<file path="config.mk">
export PLATFORM = sky130hd
export DESIGN_NAME = sdr_tx_iq_packet_framer_unit_flat
export DESIGN_NICKNAME = d
export VERILOG_FILES = /design/src/sdrtx_pkg.sv /design/src/sdrtx_if.sv /design/src/sdr_tx_iq_packet_framer_unit.sv /design/src/flat_wrapper.sv
export VERILOG_INCLUDE_DIRS = /design/src /design/src/src
export SDC_FILE = /design/constraint.sdc
export NUM_CORES = 1
export LEC_CHECK = 0
export ABC_AREA = 1
export BUFFER_PORTS_ARGS = -buffer_cell sky130_fd_sc_hd__clkbuf_2
export CAP_MARGIN = 20
export CORE_MARGIN = 1.5
export CORE_UTILIZATION = 35
export CTS_CLUSTER_SIZE = 12
export DETAILED_ROUTE_END_ITERATION = 8
export PLACE_DENSITY = 0.56
export SLEW_MARGIN = 20
export SYNTH_ARGS = -nofsm -noshare
export SYNTH_HDL_FRONTEND = slang
export SYNTH_SLANG_ARGS = --single-unit
</file>
<file path="constraint.sdc">
create_clock -name clk -period 3.8 [get_ports clk]
set_input_delay 0.38 -clock clk [delete_from_list [all_inputs] [get_ports clk]]
set_output_delay 0.38 -clock clk [all_outputs]
set_load 0.1 [all_outputs]
</file>
<file path="src/sdr_tx_iq_packet_framer_unit_defines.svh">
// Assertion macros shared by the transmit IQ packet framer.
`ifndef SDR_TX_IQ_PACKET_FRAMER_UNIT_DEFINES_SVH
`define SDR_TX_IQ_PACKET_FRAMER_UNIT_DEFINES_SVH

// Checked on every rising edge while reset is released.
`define SDRTX_ASSERT(label, prop, msg) \
	label: assert property (@(posedge clk) disable iff (!arst_n) (prop)) else $error(msg);

// Checked on every rising edge, reset included.
`define SDRTX_ASSERT_ALWAYS(label, prop, msg) \
	label: assert property (@(posedge clk) (prop)) else $error(msg);

`endif

</file>
<file path="src/sdrtx_pkg.sv">
// Constants and helper functions for the transmit IQ packet framer.
`default_nettype none

package sdrtx_pkg;

	localparam int unsigned SDRTX_ADDR_W = 3;
	localparam int unsigned SDRTX_DATA_W = 32;
	localparam int unsigned SDRTX_RATE_W = 19;
	localparam int unsigned SDRTX_CMD_W = 8;
	localparam int unsigned SDRTX_POS_W = 7;

	localparam logic [SDRTX_ADDR_W-1:0] REG_TX_RATE_HZ = 3'd0;
	localparam logic [SDRTX_ADDR_W-1:0] REG_COMMAND_BYTE = 3'd4;

	localparam logic [SDRTX_RATE_W-1:0] RATE_RESET = 19'd48000;
	localparam logic [SDRTX_CMD_W-1:0] CMD_RESET = 8'd1;

	localparam logic [SDRTX_POS_W-1:0] POS_FIRST = 7'd0;
	localparam logic [SDRTX_POS_W-1:0] POS_SECOND_HALF = 7'd63;
	localparam logic [SDRTX_POS_W-1:0] POS_LAST = 7'd125;

	localparam logic [31:0] HEADER_SYNC = 32'hEFFE0102;
	localparam logic [23:0] FRAME_SYNC = 24'h7F7F7F;
	localparam logic [7:0] FRAME_C4_FIRST = 8'h00;
	localparam logic [7:0] FRAME_C4_SECOND = 8'h04;

	// Index of the word emitted for an item, in emission order.
	localparam logic [1:0] IDX_FIRST = 2'd0;
	localparam logic [1:0] IDX_SECOND = 2'd1;
	localparam logic [1:0] IDX_THIRD = 2'd2;

	function automatic logic [1:0] rate_code(input logic [SDRTX_RATE_W-1:0] hz);
		logic [1:0] code;
		if (hz <= 19'd48000) begin
			code = 2'd0;
		end else if (hz <= 19'd96000) begin
			code = 2'd1;
		end else if (hz <= 19'd192000) begin
			code = 2'd2;
		end else begin
			code = 2'd3;
		end
		return code;
	endfunction

	// Scales by 32767 / 2^23, rounding half away from zero, optionally negating.
	// The product is built as mag * 2^15 - mag, so no multiplier is needed.
	function automatic logic [15:0] scale_sample(input logic [23:0] raw, input logic negate);
		logic neg;
		logic [23:0] mag;
		logic [38:0] prod;
		logic [15:0] m;
		neg = raw[23];
		mag = neg ? (24'd0 - raw) : raw;
		prod = ({mag, 15'd0} - {15'd0, mag}) + 39'h400000;
		m = prod[38:23];
		return (neg ^ negate) ? (16'd0 - m) : m;
	endfunction

endpackage

`default_nettype wire

</file>
<file path="src/sdrtx_if.sv">
// Valid/ready channel interfaces for IQ sample pairs and packet words.
`default_nettype none

interface sdrtx_iq_if;
	logic valid;
	logic ready;
	logic signed [23:0] i_sample;
	logic signed [23:0] q_sample;

	modport source (output valid, output i_sample, output q_sample, input ready);
	modport sink (input valid, input i_sample, input q_sample, output ready);
endinterface

interface sdrtx_word_if;
	logic valid;
	logic ready;
	logic [63:0] packet_word;
	logic last_word;

	modport source (output valid, output packet_word, output last_word, input ready);
	modport sink (input valid, input packet_word, input last_word, output ready);
endinterface

`default_nettype wire

</file>
<file path="src/sdr_tx_iq_packet_framer_unit.sv">
// Each request passes the input register s1, the emission stage s2 and the output register
// s3. A packet start yields header, frame and sample words; the midpoint, frame and sample.
// Throughput: one packet word per cycle while packets.ready holds. A request is taken every
// cycle unless the output stalls or a header or frame word is pending (126 requests, 129 words).
// Reset: arst_n clears all pipeline valids, the packet position and sequence count,
// and loads tx_rate_hz = 48000 and command_byte = 1.
`default_nettype none
`include "sdr_tx_iq_packet_framer_unit_defines.svh"

module sdr_tx_iq_packet_framer_unit
	import sdrtx_pkg::*;
(
	input wire logic clk,
	input wire logic arst_n,
	sdrtx_iq_if.sink samples,
	sdrtx_word_if.source packets,
	input wire logic psel,
	input wire logic penable,
	input wire logic pwrite,
	input wire logic [SDRTX_ADDR_W-1:0] paddr,
	input wire logic [SDRTX_DATA_W-1:0] pwdata,
	output logic [SDRTX_DATA_W-1:0] prdata,
	output logic pready
);

	logic [SDRTX_RATE_W-1:0] rate_q;
	logic [SDRTX_CMD_W-1:0] cmd_q;
	logic [SDRTX_POS_W-1:0] pos_q;
	logic [31:0] seq_q;

	logic s1_valid_s1;
	logic [23:0] i_s1;
	logic [23:0] q_s1;

	logic em_valid_s2;
	logic [SDRTX_POS_W-1:0] em_pos_s2;
	logic [1:0] em_idx_s2;
	logic [31:0] em_word_s2;

	logic pk_valid_s3;
	logic [63:0] pk_word_s3;
	logic pk_last_s3;

	logic out_free;
	logic emit;
	logic em_final;
	logic em_load;
	logic [63:0] em_out;
	logic [63:0] frame_base;
	logic cfg_wr;

	// Configuration port.
	assign pready = 1'b1;
	assign cfg_wr = psel && penable && pwrite;

	always_comb begin
		prdata = '0;
		if (paddr[2] == REG_COMMAND_BYTE[2]) begin
			prdata = {{(SDRTX_DATA_W-SDRTX_CMD_W){1'b0}}, cmd_q};
		end else begin
			prdata = {{(SDRTX_DATA_W-SDRTX_RATE_W){1'b0}}, rate_q};
		end
	end

	always_ff @(posedge clk or negedge arst_n) begin
		if (!arst_n) begin
			rate_q <= RATE_RESET;
			cmd_q <= CMD_RESET;
		end else if (cfg_wr) begin
			if (paddr[2] == REG_COMMAND_BYTE[2]) begin
				cmd_q <= pwdata[SDRTX_CMD_W-1:0];
			end else begin
				rate_q <= pwdata[SDRTX_RATE_W-1:0];
			end
		end
	end

	// Handshake between the three stages.
	assign out_free = !pk_valid_s3 || packets.ready;
	assign emit = em_valid_s2 && out_free;
	assign em_load = s1_valid_s1 && (!em_valid_s2 || (emit && em_final));
	assign samples.ready = !s1_valid_s1 || em_load;

	always_ff @(posedge clk or negedge arst_n) begin
		if (!arst_n) begin
			s1_valid_s1 <= 1'b0;
		end else if (samples.ready) begin
			s1_valid_s1 <= samples.valid;
		end
	end

	always_ff @(posedge clk) begin
		if (samples.valid && samples.ready) begin
			i_s1 <= samples.i_sample;
			q_s1 <= samples.q_sample;
		end
	end

	// Emission stage: one item may expand to a header, frame and sample word.
	always_ff @(posedge clk or negedge arst_n) begin
		if (!arst_n) begin
			em_valid_s2 <= 1'b0;
			em_pos_s2 <= POS_FIRST;
			em_idx_s2 <= IDX_FIRST;
			pos_q <= POS_FIRST;
			seq_q <= '0;
		end else if (em_load) begin
			em_valid_s2 <= 1'b1;
			em_pos_s2 <= pos_q;
			em_idx_s2 <= IDX_FIRST;
			pos_q <= (pos_q == POS_LAST) ? POS_FIRST : pos_q + 7'd1;
			// The header of a new packet carries the incremented count.
			if (pos_q == POS_FIRST) begin
				seq_q <= seq_q + 32'd1;
			end
		end else if (emit) begin
			if (em_final) begin
				em_valid_s2 <= 1'b0;
			end else begin
				em_idx_s2 <= em_idx_s2 + 2'd1;
			end
		end
	end

	always_ff @(posedge clk) begin
		if (em_load) begin
			em_word_s2 <= {scale_sample(i_s1, 1'b0), scale_sample(q_s1, 1'b1)};
		end
	end

	assign frame_base = {FRAME_SYNC, cmd_q, 6'd0, rate_code(rate_q), 16'd0, 8'd0};

	always_comb begin
		em_final = 1'b1;
		em_out = {32'd0, em_word_s2};
		priority if (em_pos_s2 == POS_FIRST && em_idx_s2 == IDX_FIRST) begin
			em_final = 1'b0;
			em_out = {HEADER_SYNC, seq_q};
		end else if (em_pos_s2 == POS_FIRST && em_idx_s2 == IDX_SECOND) begin
			em_final = 1'b0;
			em_out = frame_base | {56'd0, FRAME_C4_FIRST};
		end else if (em_pos_s2 == POS_SECOND_HALF && em_idx_s2 == IDX_FIRST) begin
			em_final = 1'b0;
			em_out = frame_base | {56'd0, FRAME_C4_SECOND};
		end else begin
			em_final = 1'b1;
			em_out = {32'd0, em_word_s2};
		end
	end

	// Output register.
	always_ff @(posedge clk or negedge arst_n) begin
		if (!arst_n) begin
			pk_valid_s3 <= 1'b0;
		end else if (out_free) begin
			pk_valid_s3 <= emit;
		end
	end

	always_ff @(posedge clk) begin
		if (emit) begin
			pk_word_s3 <= em_out;
			pk_last_s3 <= em_final && (em_pos_s2 == POS_LAST);
		end
	end

	assign packets.valid = pk_valid_s3;
	assign packets.packet_word = pk_word_s3;
	assign packets.last_word = pk_last_s3;

	`SDRTX_ASSERT_ALWAYS(a_pready_high, pready, "pready dropped")
	`SDRTX_ASSERT(a_pos_range, pos_q <= POS_LAST, "packet position beyond last sample")
	`SDRTX_ASSERT(a_idx_range,
		em_valid_s2 |-> (em_idx_s2 == IDX_FIRST)
			|| (em_idx_s2 == IDX_SECOND
				&& (em_pos_s2 == POS_FIRST || em_pos_s2 == POS_SECOND_HALF))
			|| (em_idx_s2 == IDX_THIRD && em_pos_s2 == POS_FIRST),
		"emission index past the words of its item")
	`SDRTX_ASSERT(a_last_is_sample,
		pk_valid_s3 && pk_last_s3 |-> pk_word_s3[63:32] == 32'd0,
		"last word is not a sample word")
	`SDRTX_ASSERT(a_seq_on_start,
		em_load && pos_q == POS_FIRST |=> seq_q == $past(seq_q) + 32'd1,
		"sequence count did not advance at packet start")

endmodule

`default_nettype wire
</file>
<file path="src/flat_wrapper.sv">
// flat-port wrapper written by rule: the top's interface ports become plain ports
module sdr_tx_iq_packet_framer_unit_flat import sdrtx_pkg::*;
  (clk, arst_n, psel, penable, pwrite, paddr, pwdata, prdata, pready, samples_valid, samples_i_sample, samples_q_sample, samples_ready, packets_valid, packets_packet_word, packets_last_word, packets_ready);
  sdrtx_iq_if samples_i ();
  sdrtx_word_if packets_i ();
  input wire logic clk;
  input wire logic arst_n;
  input wire logic psel;
  input wire logic penable;
  input wire logic pwrite;
  input wire logic [SDRTX_ADDR_W-1:0] paddr;
  input wire logic [SDRTX_DATA_W-1:0] pwdata;
  output logic [SDRTX_DATA_W-1:0] prdata;
  output logic pready;
  input wire logic [$bits(samples_i.valid)-1:0] samples_valid;
  input wire logic [$bits(samples_i.i_sample)-1:0] samples_i_sample;
  input wire logic [$bits(samples_i.q_sample)-1:0] samples_q_sample;
  output wire logic [$bits(samples_i.ready)-1:0] samples_ready;
  output wire logic [$bits(packets_i.valid)-1:0] packets_valid;
  output wire logic [$bits(packets_i.packet_word)-1:0] packets_packet_word;
  output wire logic [$bits(packets_i.last_word)-1:0] packets_last_word;
  input wire logic [$bits(packets_i.ready)-1:0] packets_ready;
  assign samples_i.valid = samples_valid;
  assign samples_i.i_sample = samples_i_sample;
  assign samples_i.q_sample = samples_q_sample;
  assign samples_ready = samples_i.ready;
  assign packets_valid = packets_i.valid;
  assign packets_packet_word = packets_i.packet_word;
  assign packets_last_word = packets_i.last_word;
  assign packets_i.ready = packets_ready;
  sdr_tx_iq_packet_framer_unit u_core (.clk(clk), .arst_n(arst_n), .samples(samples_i), .packets(packets_i), .psel(psel), .penable(penable), .pwrite(pwrite), .paddr(paddr), .pwdata(pwdata), .prdata(prdata), .pready(pready));
endmodule
</file>
==> impl_metrics.env <==
export IMPL_maxSlewViolCount=0
export IMPL_drtIter0Drc=751
export IMPL_crit_required_ps=4070
export IMPL_fin_nets=2685
export IMPL_grt_usage=0.1988
export IMPL_cts_path_max_buffers=3
export IMPL_dieHeight_um=207.3
export IMPL_fin_crit_ps=4021
export IMPL_p_per_area_nw_per_um2=807.1
export IMPL_antenna_found_initial=0
export IMPL_ir_drop_v=0.0009090
export IMPL_final_cell_mix="nand2_1 (439), buf_4 (375), inv_1 (238)"
export IMPL_avgSynthCellArea_um2=7.344
export IMPL_hp_class="input port to flip-flop"
export IMPL_hold_viol=0
export IMPL_grt_max_degree=56
export IMPL_gp_congestion=0.9418
export IMPL_violations="design-rule violations, negative setup slack"
export IMPL_clock_sinks=202
export IMPL_path_max_fanout=4
export IMPL_setup_viol=25
export IMPL_postSynthCellCount=1990
export IMPL_start_kind="flip-flop"
export IMPL_drcViolationCount=19
export IMPL_finalClockSkew_ps=15.00
export IMPL_die_area_um2=42990
export IMPL_syn_area_um2=14620
export IMPL_layout_setup_ws_ps=-220.7
export IMPL_slew_headroom=0.4848
export IMPL_overflow=0
export IMPL_synthDistinctLibCells=56
export IMPL_holdCritStartpoint="samples_i_sample[3]"
export IMPL_slowest_delay_ps=420
export IMPL_start_util=0.3563
export IMPL_cts_tree="done"
export IMPL_ys_seq_area_frac=0.3890
export IMPL_ant_nets=0
export IMPL_worstPathArrival_ps=4290
export IMPL_drive_above_1_share=0.3728
export IMPL_rsz0062_at_grt="yes"
export IMPL_antenna_cells=0
export IMPL_routedWlPerCell_um=14.14
export IMPL_numCtsBuffers=23
export IMPL_crit_top_cell="nand2_2"
export IMPL_synth_edf_count=124
export IMPL_htree_levels=1
export IMPL_portBuffers=159
export IMPL_hpwl_um=34410
export IMPL_whs_ps=27.97
export IMPL_grt_pass1_wl_um=70550
export IMPL_fp_row_count=74
export IMPL_cp_end_kind="flip-flop"
export IMPL_timing_fmax_mhz=248.7
export IMPL_cap_violations=0
export IMPL_num_vias=14470
export IMPL_r2r_end="u_core.em_word_s2[25]$_DFFE_PP_"
export IMPL_grt_pass1_vias=14270
export IMPL_r2r_start="u_core.i_s1[0]$_DFFE_PP_"
export IMPL_clk_insertion_delay_late_ps=530
export IMPL_pin_count=190
export IMPL_drtPass1Iterations=7
export IMPL_cts_root_buf="clkbuf_16"
export IMPL_critPathKind="flip-flop to flip-flop"
export IMPL_wirelength_um=43550
export IMPL_min_delay_worst_endpoint="u_core.i_s1[3]$_DFFE_PP_"
export IMPL_r2r_cells=26
export IMPL_clkTransAtPathRegs_ps=50
export IMPL_crit_path_top_delay_cell="ha_1"
export IMPL_worst_slew_pin_slew_ps=772.0
export IMPL_die_width_um=207.3
export IMPL_yosysWarningCount=0
export IMPL_synthArstFlopShare=0.3861
export IMPL_status="complete, but fails checks"
export IMPL_area_growth_pct=43.21
export IMPL_synthFlopType="edfxtp_1"
export IMPL_period_share=1.058
export IMPL_ys_seq_elements=202
export IMPL_fin_tns_setup_ps=-2904
export IMPL_p_leak_nw=10.00
export IMPL_vias_per_cell=4.699
export IMPL_ff2ff_setup_slack_ps=-220
export IMPL_hold_depth=1
export IMPL_final_common_cell="nand2_1"
export IMPL_core_um2=41020
layout make-up:
type                    instances  area (µm²)
clock inverters                 8       51.30
well taps                     532       665.6
repair buffers                567        4011
inverters                     280        1062
clock buffers                  34       646.9
multi-input cells            1457        8807
flip-flops and latches        202        5685
fillers                      4034       20090
sequential cells by signal, indices dropped and copies added, names as in the netlist:
signal / cells
u_core.cmd_q: 8
u_core.em_idx_s2: 2
u_core.em_pos_s2: 7
u_core.em_valid_s2: 1
u_core.em_word_s2: 32
u_core.i_s1: 24
u_core.packets.last_word: 1
u_core.packets.packet_word: 43
u_core.packets.valid: 1
u_core.pos_q: 7
u_core.q_s1: 24
u_core.rate_q: 19
u_core.s1_valid_s1: 1
u_core.seq_q: 32
where the power goes:
part	internal, mW	total, mW	leakage [nW]	switching [mW]
Clock	1.18	2.04	0.345	0.854
Combinational	3.85	11.1	7.51	7.20
Sequential	3.38	3.80	2.14	0.421
critical path: cells and delay by family, from the launching register on:
family / cells / cell delay (ps)
flip-flops: 1 / 400
XOR/XNOR: 1 / 80
AO/OA/AOI/OAI: 1 / 110
adder cells (fa/ha/maj): 2 / 710
AND/OR/NAND/NOR: 15 / 1680
buffers and inverters: 7 / 770
synthesized netlist by cell type (11+ instances only):
cell | n | share of area
a21oi_1 | 58 | 0.020
buf_4 | 38 | 0.020
clkbuf_1 | 20 | 0.0051
dfrtp_1 | 70 | 0.12
edfxtp_1 | 124 | 0.25
ha_1 | 64 | 0.055
inv_1 | 265 | 0.068
inv_2 | 11 | 0.0028
nand2_1 | 521 | 0.13
nand2_2 | 34 | 0.015
nand3_1 | 128 | 0.044
nand3b_1 | 15 | 0.0077
nand4_1 | 27 | 0.012
nor2_1 | 252 | 0.065
nor2_2 | 14 | 0.0060
nor3_1 | 38 | 0.013
nor4_1 | 11 | 0.0047
o21ai_0 | 113 | 0.039
xnor2_1 | 13 | 0.0078
xor2_1 | 60 | 0.036
what timing repair did:
action | in CTS | in global routing
resized for setup | 230 | 129
endpoints found under the hold margin | 59 | 3
pin swaps | 131 | 115
setup buffers | 59 | 20
endpoints found under the setup margin | 30 | 30
hold buffers | 7 | 3
gates cloned | 0 | 0
worst max path at each step:
stage                             startpoint                         endpoint  slack, ps  depth (start not counted)
floorplan           u_core.i_s1[0]$_DFFE_PP_  u_core.em_word_s2[28]$_DFFE_PP_         -2                         30
global placement    u_core.q_s1[4]$_DFFE_PP_  u_core.em_word_s2[14]$_DFFE_PP_       -450                         31
detailed placement  u_core.i_s1[1]$_DFFE_PP_  u_core.em_word_s2[27]$_DFFE_PP_       -530                         29
CTS                 u_core.i_s1[6]$_DFFE_PP_  u_core.em_word_s2[27]$_DFFE_PP_       -170                         27
global route        u_core.q_s1[0]$_DFFE_PP_  u_core.em_word_s2[14]$_DFFE_PP_       -460                         32
finish              u_core.i_s1[0]$_DFFE_PP_  u_core.em_word_s2[25]$_DFFE_PP_       -220                         26
kinds of logic after synthesis:
kind of cell,count (synthesis),share of synthesized area
AO/OA/AOI/OAI,229,0.08818
buffers and inverters,344,0.09999
adder cells (fa/ha/maj),64,0.05479
other,2,0.0005138
flip-flops,202,0.3890
AND/OR/NAND/NOR,1073,0.3208
XOR/XNOR,75,0.04597
multiplexers,1,0.0007704
per-layer routing:
layer / up-vias / share of wire / GRT usage
met5: - / 0 / 0
met4: 0 / 0.026 / 0.05451
met3: 64 / 0.034 / 0.02284
met2: 292 / 0.48 / 0.3518
met1: 6634 / 0.46 / 0.2557
li1: 7482 / - / -
through the flow:
step / util / std cells / setup WS, ps / total power [mW] / instance area (µm²)
finish: 0.5103 / 3080 / -220.7 / 16.89 / 20930
global route: 0.5103 / 3080 / -462.3 / 18.06 / 20930
CTS: 0.4937 / 3058 / -166.9 / 16.38 / 20250
detailed placement: 0.4435 / 2951 / -528.9 / 13.32 / 18190
global placement: 0.4435 / 2951 / -447.6 / 13.24 / 18190
floorplan: - / 2003 / -2.006 / 10.21 / 14700
No activity file was read; power rests on OpenSTA's default activity.
